==> config.mk <==
export PLATFORM = sky130hd
export DESIGN_NAME = psds_ctrl
export DESIGN_NICKNAME = d
export VERILOG_FILES = /design/src/rtl/psds_pkg.sv /design/src/rtl/psds_ctrl.sv
export SDC_FILE = /design/constraint.sdc
export NUM_CORES = 1
export LEC_CHECK = 0
export BUFFER_PORTS_ARGS = -buffer_cell sky130_fd_sc_hd__buf_4
export CAP_MARGIN = 30
export CORE_UTILIZATION = 40
export DETAILED_ROUTE_END_ITERATION = 8
export PLACE_DENSITY = 0.64
export REMOVE_ABC_BUFFERS = 1
export SKIP_LAST_GASP = 1
export SLEW_MARGIN = 20
export SYNTH_ARGS = -nofsm -noshare
export SYNTH_HDL_FRONTEND = slang
export SYNTH_SLANG_ARGS = --single-unit
==> constraint.sdc <==
create_clock -name clk -period 3.5 [get_ports clk]
set_input_delay 0 -clock clk [delete_from_list [all_inputs] [get_ports clk]]
set_output_delay 0 -clock clk [all_outputs]
set_load 0.03 [all_outputs]
==> src/rtl/psds_pkg.sv <==
`timescale 1ns / 1ps
package psds_pkg;

	localparam int DEF_MAX_PRIMITIVES = 16;
	localparam int VOXEL_W = 20;
	localparam int COUNT_W = 5;
	localparam int POS_W = 53;    // 32-bit index times 20-bit voxel size, signed
	localparam int MAG_W = 54;    // magnitude of position minus center
	localparam int ACC_W = 66;    // sum of three 64-bit squares
	localparam int REM_W = 35;
	localparam int ROOT_STEPS = 32;
	localparam logic signed [31:0] DIST_MAX = 32'sh7FFF_FFFF;

	typedef enum logic [1:0] {
		SHAPE_SPHERE = 2'd0,
		SHAPE_BOX    = 2'd1,
		SHAPE_SLAB   = 2'd2,
		SHAPE_BAD    = 2'd3
	} shape_t;

	typedef enum logic [2:0] {
		STAT_OK        = 3'd0,
		STAT_BAD_SHAPE = 3'd1,
		STAT_EMPTY_MAT = 3'd2,
		STAT_BAD_SIZE  = 3'd3,
		STAT_OVERFLOW  = 3'd4
	} status_t;

	typedef enum logic {
		REQ_LOAD = 1'b0,
		REQ_EVAL = 1'b1
	} req_t;

	typedef struct packed {
		logic              req_type;
		logic [3:0]        slot;
		logic [1:0]        shape;
		logic signed [31:0] coord_x;
		logic signed [31:0] coord_y;
		logic signed [31:0] coord_z;
		logic [30:0]       size_x;
		logic [30:0]       size_y;
		logic [30:0]       size_z;
		logic [7:0]        priority_req;
		logic [7:0]        material;
	} in_t;

	typedef struct packed {
		logic signed [31:0] signed_distance;
		logic [7:0]        hit_material;
		logic [3:0]        hit_slot;
		logic              any_selected;
		logic [2:0]        status;
	} out_t;

	typedef struct packed {
		logic [1:0]        shape;
		logic signed [31:0] cx;
		logic signed [31:0] cy;
		logic signed [31:0] cz;
		logic [30:0]       ex;
		logic [30:0]       ey;
		logic [30:0]       ez;
		logic [7:0]        pri;
		logic [7:0]        mat;
	} entry_t;

	typedef enum logic [3:0] {
		ST_IDLE,
		ST_LOAD,
		ST_POS,
		ST_READ,
		ST_DIFF,
		ST_PREP,
		ST_SQ,
		ST_ROOT_INIT,
		ST_ROOT,
		ST_DIST,
		ST_CMP,
		ST_DONE
	} state_t;

	typedef struct packed {
		logic       capture;
		logic       load_wr;
		logic       pos;
		logic       rd;
		logic       diff;
		logic       prep;
		logic       sq;
		logic       root_init;
		logic       root_step;
		logic       dist_calc;
		logic       cmp;
		logic       res_wr;
		logic [1:0] sel;
	} cmd_t;

endpackage

==> src/rtl/psds_ctrl.sv <==
`timescale 1ns / 1ps
module psds_ctrl import psds_pkg::*; #(
	parameter int MAX_PRIMITIVES = DEF_MAX_PRIMITIVES,
	localparam int IW = $clog2(MAX_PRIMITIVES + 1)
) (
	input  logic               clk,
	input  logic               arst_n,
	input  logic               in_valid,
	output logic               in_stall,
	input  logic               in_is_eval,
	output logic               out_valid,
	input  logic               out_stall,
	input  logic [COUNT_W-1:0] primitive_count,
	output cmd_t               cmd,
	output logic [IW-1:0]      addr
);

	state_t state_q, state_d;
	logic [4:0] step_q, step_d;
	logic [IW-1:0] idx_q, idx_d;
	logic [IW-1:0] count_n;
	logic out_valid_q;
	logic in_take;

	assign count_n = (32'(primitive_count) > 32'(MAX_PRIMITIVES)) ?
		IW'(MAX_PRIMITIVES) : IW'(primitive_count);
	assign in_stall = (state_q != ST_IDLE);
	assign in_take = in_valid && !in_stall;
	assign out_valid = out_valid_q;
	assign addr = idx_q;

	always_ff @(posedge clk or negedge arst_n) begin
		if (!arst_n) begin
			state_q <= ST_IDLE;
			step_q <= '0;
			idx_q <= '0;
			out_valid_q <= 1'b0;
		end else begin
			state_q <= state_d;
			step_q <= step_d;
			idx_q <= idx_d;
			if (cmd.res_wr)
				out_valid_q <= 1'b1;
			else if (out_valid_q && !out_stall)
				out_valid_q <= 1'b0;
		end
	end

	always_comb begin
		state_d = state_q;
		step_d = step_q;
		idx_d = idx_q;
		cmd = '0;
		cmd.sel = step_q[1:0];
		unique case (state_q)
			ST_IDLE: begin
				if (in_take) begin
					cmd.capture = 1'b1;
					step_d = '0;
					idx_d = '0;
					state_d = in_is_eval ? ST_POS : ST_LOAD;
				end
			end
			ST_LOAD: begin
				cmd.load_wr = 1'b1;
				state_d = ST_DONE;
			end
			ST_POS: begin
				cmd.pos = 1'b1;
				step_d = step_q + 5'd1;
				if (step_q == 5'd2) begin
					step_d = '0;
					state_d = (count_n == '0) ? ST_DONE : ST_READ;
				end
			end
			ST_READ: begin
				cmd.rd = 1'b1;
				state_d = ST_DIFF;
			end
			ST_DIFF: begin
				cmd.diff = 1'b1;
				state_d = ST_PREP;
			end
			ST_PREP: begin
				cmd.prep = 1'b1;
				state_d = ST_SQ;
			end
			ST_SQ: begin
				cmd.sq = 1'b1;
				step_d = step_q + 5'd1;
				if (step_q == 5'd2) begin
					step_d = '0;
					state_d = ST_ROOT_INIT;
				end
			end
			ST_ROOT_INIT: begin
				cmd.root_init = 1'b1;
				state_d = ST_ROOT;
			end
			ST_ROOT: begin
				cmd.root_step = 1'b1;
				step_d = step_q + 5'd1;
				if (step_q == 5'(ROOT_STEPS - 1)) begin
					step_d = '0;
					state_d = ST_DIST;
				end
			end
			ST_DIST: begin
				cmd.dist_calc = 1'b1;
				state_d = ST_CMP;
			end
			ST_CMP: begin
				cmd.cmp = 1'b1;
				idx_d = idx_q + 1'b1;
				state_d = (idx_q + 1'b1 < count_n) ? ST_READ : ST_DONE;
			end
			ST_DONE: begin
				if (!out_valid_q || !out_stall) begin
					cmd.res_wr = 1'b1;
					state_d = ST_IDLE;
				end
			end
			default: state_d = ST_IDLE;
		endcase
	end

endmodule

After elaboration in Yosys (flattened, before gate mapping):

Index checks and enable logic that the tools add are counted.

* bits in registers: 15
* bits in latches: 0
* bits in writable memories: 0
* bits in read-only memories: 0
* logic and storage cells: 73
* memories kept: 0

* add/sub/neg operators: 2
* multipliers: 0
* divide/modulo/power cells: 0
* $lt $le $gt $ge: 2
* eq/ne operators: 18
* shift operators: 0
* multiplexer cells: 31
* bitwise logic cells: 0
* reduce and logical (&&, ||, !) cells: 16

Operators by type and width (count)
* 4-bit one-hot mux with 12 select lines: 1
* 4-bit 2-to-1 mux: 7
* 5-bit 2-to-1 mux: 4
* 4-bit by 3-bit == test with 1-bit output (second input constant): 4
* 4-bit == test (second input constant): 4
* 1-bit 2-to-1 mux: 16
* 5-bit one-hot mux with 3 select lines: 1
* 5-bit by 1-bit adder with 5-bit output (second input constant): 2
* 2-bit inequality test (second input constant): 5
* 5-bit one-hot mux with 2 select lines: 1
* 4-bit by 2-bit == test with 1-bit output (second input constant): 2
* 5-bit by 2-bit == test with 1-bit output (second input constant): 1
* 5-bit == test (second input constant): 1
* 5-bit greater-than comparator (second input constant): 1
* 5-bit zero test: 1
* 5-bit less-than comparator: 1
* 5-bit AND reduction: 1
* 4-bit by 1-bit == test with 1-bit output (second input constant): 1
* 4-bit zero test: 1
* 2-bit AND reduction: 2
* 2-bit nonzero test: 2
* 4-bit nonzero test: 1
* 1-bit zero test: 3
* 3-bit nonzero test: 1
* other kinds (4): 5

Depth between registers and ports, before layout:

* depth in word-level cells: 6
* depth in mapped cells: 8
* depth with buffers taken out: 8

Worst setup path before layout:

Ideal clock, no wire load.

* path type: register -> register
* start point: register idx_q[0] (netlist: addr[0])
* end point: register state_q[3]
* library setup time: 0.135 ns
* arrival: 1.895 ns
* required time: 3.365 ns
* setup slack: 1.470 ns
* cell stages (with the launch flop): 9
* path through: dfrtp_1 ha_1 nand3_1 xnor2_1 ha_1 and2_1 o31ai_1 o211a_1 o41ai_1

* cells in the longest elaborated chain, start to end: 4

Ends and longest elaborated chain
* start, declared: RTL line psds_ctrl.sv:20 `logic [IW-1:0] idx_q, idx_d;`
* start signal, assigned: RTL line psds_ctrl.sv:41 `idx_q <= idx_d;`
* 5-bit by 1-bit adder with 5-bit output: RTL line psds_ctrl.sv:115 `state_d = (idx_q + 1'b1 < count_n) ? ST_READ : ST_DONE;`
* 5-bit less-than comparator: RTL line psds_ctrl.sv:115
* 4-bit 2-to-1 mux: RTL line psds_ctrl.sv:115
* 4-bit one-hot mux with 12 select lines: RTL line psds_ctrl.sv:55 `unique case (state_q)`
* end signal, assigned: RTL line psds_ctrl.sv:39 `state_q <= state_d;`
* end, declared: RTL line psds_ctrl.sv:18 `state_t state_q, state_d;`

Every way passes these cells.
A chain may end at the register's enable or synchronous reset.

Worst setup path after layout:

Ends and elaborated chain as after synthesis.

==> impl_metrics.tcl <==
set metrics [dict create \
    sw_frac_of_total_pct 50.8 \
    yosysUniqueCellTypes 43 \
    ys_ff_latch 15 \
    vias_per_cell 5.46 \
    row_count 19 \
    portBuffers 30 \
    worst-path-max-fanout 5 \
    dpl.hpwl_um 1840 \
    cts_sinks 15 \
    cp_data_arrival_time_ns 2.16 \
    grt_max_degree 18 \
    placed_area_um2 1370 \
    htreeDepth 1 \
    cts-buffers-inserted 3 \
    syn2layout_area_growth_pct 22.8 \
    yosysSeqAreaShare_pct 32.6 \
    seq_power_share_pct 30.9 \
    slew_violations 0 \
    clk_path_buf_depth 2 \
    clock_skew_ns 0.0104 \
    routedWlPerCell_um 13.3 \
    tightest_slew_ns 0.588 \
    period_needed_ns 1.98 \
    p_clk_share_pct 8.8 \
    first_global_vias 956 \
    first_pass_iters 4 \
    final.setup.tns_ns 0 \
    fin_crit_sh_pct 56.6 \
    wl_um 2470 \
    hp-class "primary input to register" \
    yosysTopAreaCellShare_pct 32.6 \
    root_buffer "clkbuf_4" \
    cts.clk_slew.worst_paths_ns 0.11 \
    power_frac_comb_pct 60.3 \
    syn_area_um2 1150 \
    ant_nets 0 \
    status "completed" \
    vias 1010 \
    die_h_um 55.6 \
    async_reset_ff_share_pct 100 \
    cp-end-kind "register" \
    fp.dieW_um 55.6 \
    antenna_found_initial 0 \
    clkLatencyLatePin_ns 0.29 \
    stdcell_area_um2 1410 \
    drive_gt1_share_pct 28.6 \
    max_slew_margin_pct 60.4 \
    synth_area_leaders "dfrtp_1 33%, ha_1 8.7%, nand2_1 3.9%" \
    insertedDiodeCount 0 \
    synth_edf_count 0 \
    ys_warn_count 0 \
    startpoint_type "register" \
    cts_hold_buffers 2 \
    ys.flop_type "dfrtp_1" \
    p_int_w 0.000596 \
    vdd_ir_drop_max_uv 476 \
    grt_pass1_wl_um 4210 \
    switchingPower_w 0.000616 \
    dieArea_um2 3100 \
    io-pin-count 31 \
    rsz0062_at_grt "no" \
    max-cap-violations 0 \
    p_per_area_nw_per_um2 857 \
    crit_type "register to register" \
    final_nets 173 \
    timing.fmax_ghz 0.505 \
    coreArea_um2 2730 \
    drt_iter0_drc 15 \
    cts_resized 0 \
    place_congestion 0.810 \
    cp.required_ns 3.68 \
    hold_violations 0 \
    grt.overflow.total 0 \
    cts_tree "done" \
    p_leak_nw 0.700 \
    post_cts_buffers 0 \
    fillers 250 \
    yosysMostFrequentCell "dfrtp_1" \
    setup_viol 0 \
    synth_cells 126 \
    yosysTopAreaCell "dfrtp_1" \
    synth.top_cells.by_count "15 x dfrtp_1, 12 x nand2_1, 10 x inv_1" \
    grtUsageTotal_pct 17.1 \
    start_util_pct 42.1 \
    drc 0 \
    synth_area_per_cell_um2 9.14 \
]
[worst max-delay path, cell delays in order (launching register included)]
cell	delay (ns)
dfrtp_1	0.44
ha_1	0.25
nand3_1	0.11
xnor2_1	0.22
ha_1	0.28
and2_1	0.14
o31ai_1	0.19
o211a_1	0.18
o41ai_1	0.06
[layout by cell type (no fill, tap or decap), types with 3 or more instances in the layout]
cell,n
nand2b_1,3
dfrtp_1,15
o21ai_0,7
ha_1,8
nand2_1,12
nand3_1,5
nor3_1,7
clkbuf_4,3
buf_4,30
inv_1,10
a21oi_1,4
a22o_1,5
nor2_1,8
xnor2_1,3
[sequential cells by signal (all words and copies together), names as in the netlist]
register	cells
state_q	4
step_q	5
addr	5
out_valid	1
[kinds of logic after synthesis]
| group | count (synthesis) | synth area share (%) |
|---|---|---|
| flops | 15 | 32.6 |
| compound gates | 32 | 23.2 |
| mux | 2 | 1.85 |
| fa+ha+maj | 8 | 8.70 |
| buf+inv | 18 | 7.50 |
| simple gates | 47 | 23.2 |
| xor+xnor | 4 | 3.04 |
[per-stage QoR]
step | utilization, % | instances | hold slack [ns] | power (W) | worst slack [ns]
finish | 51.7 | 185 | 0.0288 | 0.00121 | 1.52
global route | 51.7 | 185 | 0.0325 | 0.00131 | 1.32
CTS | 51.7 | 185 | 0.0160 | 0.00122 | 1.52
detailed placement | 50.0 | 179 | -0.128 | 0.00111 | 1.55
global placement | 50.0 | 179 | -0.131 | 0.00109 | 1.62
floorplan | - | 118 | -0.296 | 0.000883 | 1.47
[worst paths after layout]
path                             from    endpoint  slack [ns]  cells after the start
max                           addr[0]  state_q[3]        1.52                      8
min                        in_is_eval  state_q[0]        0.03                      4
max reg2reg                   addr[0]  state_q[3]        1.52                      8
min reg2reg                   addr[4]     addr[4]        0.57                      1
max in group asynchronous      arst_n     addr[3]        3.22                      2
min in group asynchronous      arst_n  state_q[1]        0.09                      2
[layout make-up]
cell class / count / area, um2 / share of cell area, %
Multi-Input combinational cell: 93 / 689 / 48.8
Sequential cell: 15 / 375 / 26.5
Timing Repair Buffer: 32 / 245 / 17.3
Tap cell: 31 / 38.8 / 2.74
Inverter: 10 / 37.5 / 2.65
Clock buffer: 3 / 22.5 / 1.59
Clock inverter: 1 / 5.00 / 0.354
[layer usage]
layer	vias up	share of wire [%]	GRT usage, %
li1	512	-	-
met1	477	49	23.7
met2	19	46	26.7
met3	2	4.1	4.19
met4	0	0.69	4.29
met5	-	0	0
[power by group through the flow]
| stage | combinational, W | clock (W) | sequential (W) |
|---|---|---|---|
| after detailed placement | 0.000735 | 0 | 0.000375 |
| after global placement | 0.000722 | 0 | 0.000370 |
| after floorplan | 0.000481 | 0 | 0.000401 |
| after CTS | 0.000739 | 0.000109 | 0.000372 |
| after global routing | 0.000805 | 0.000116 | 0.000391 |
| final | 0.000730 | 0.000107 | 0.000374 |
(Power assumes the default switching activity.)
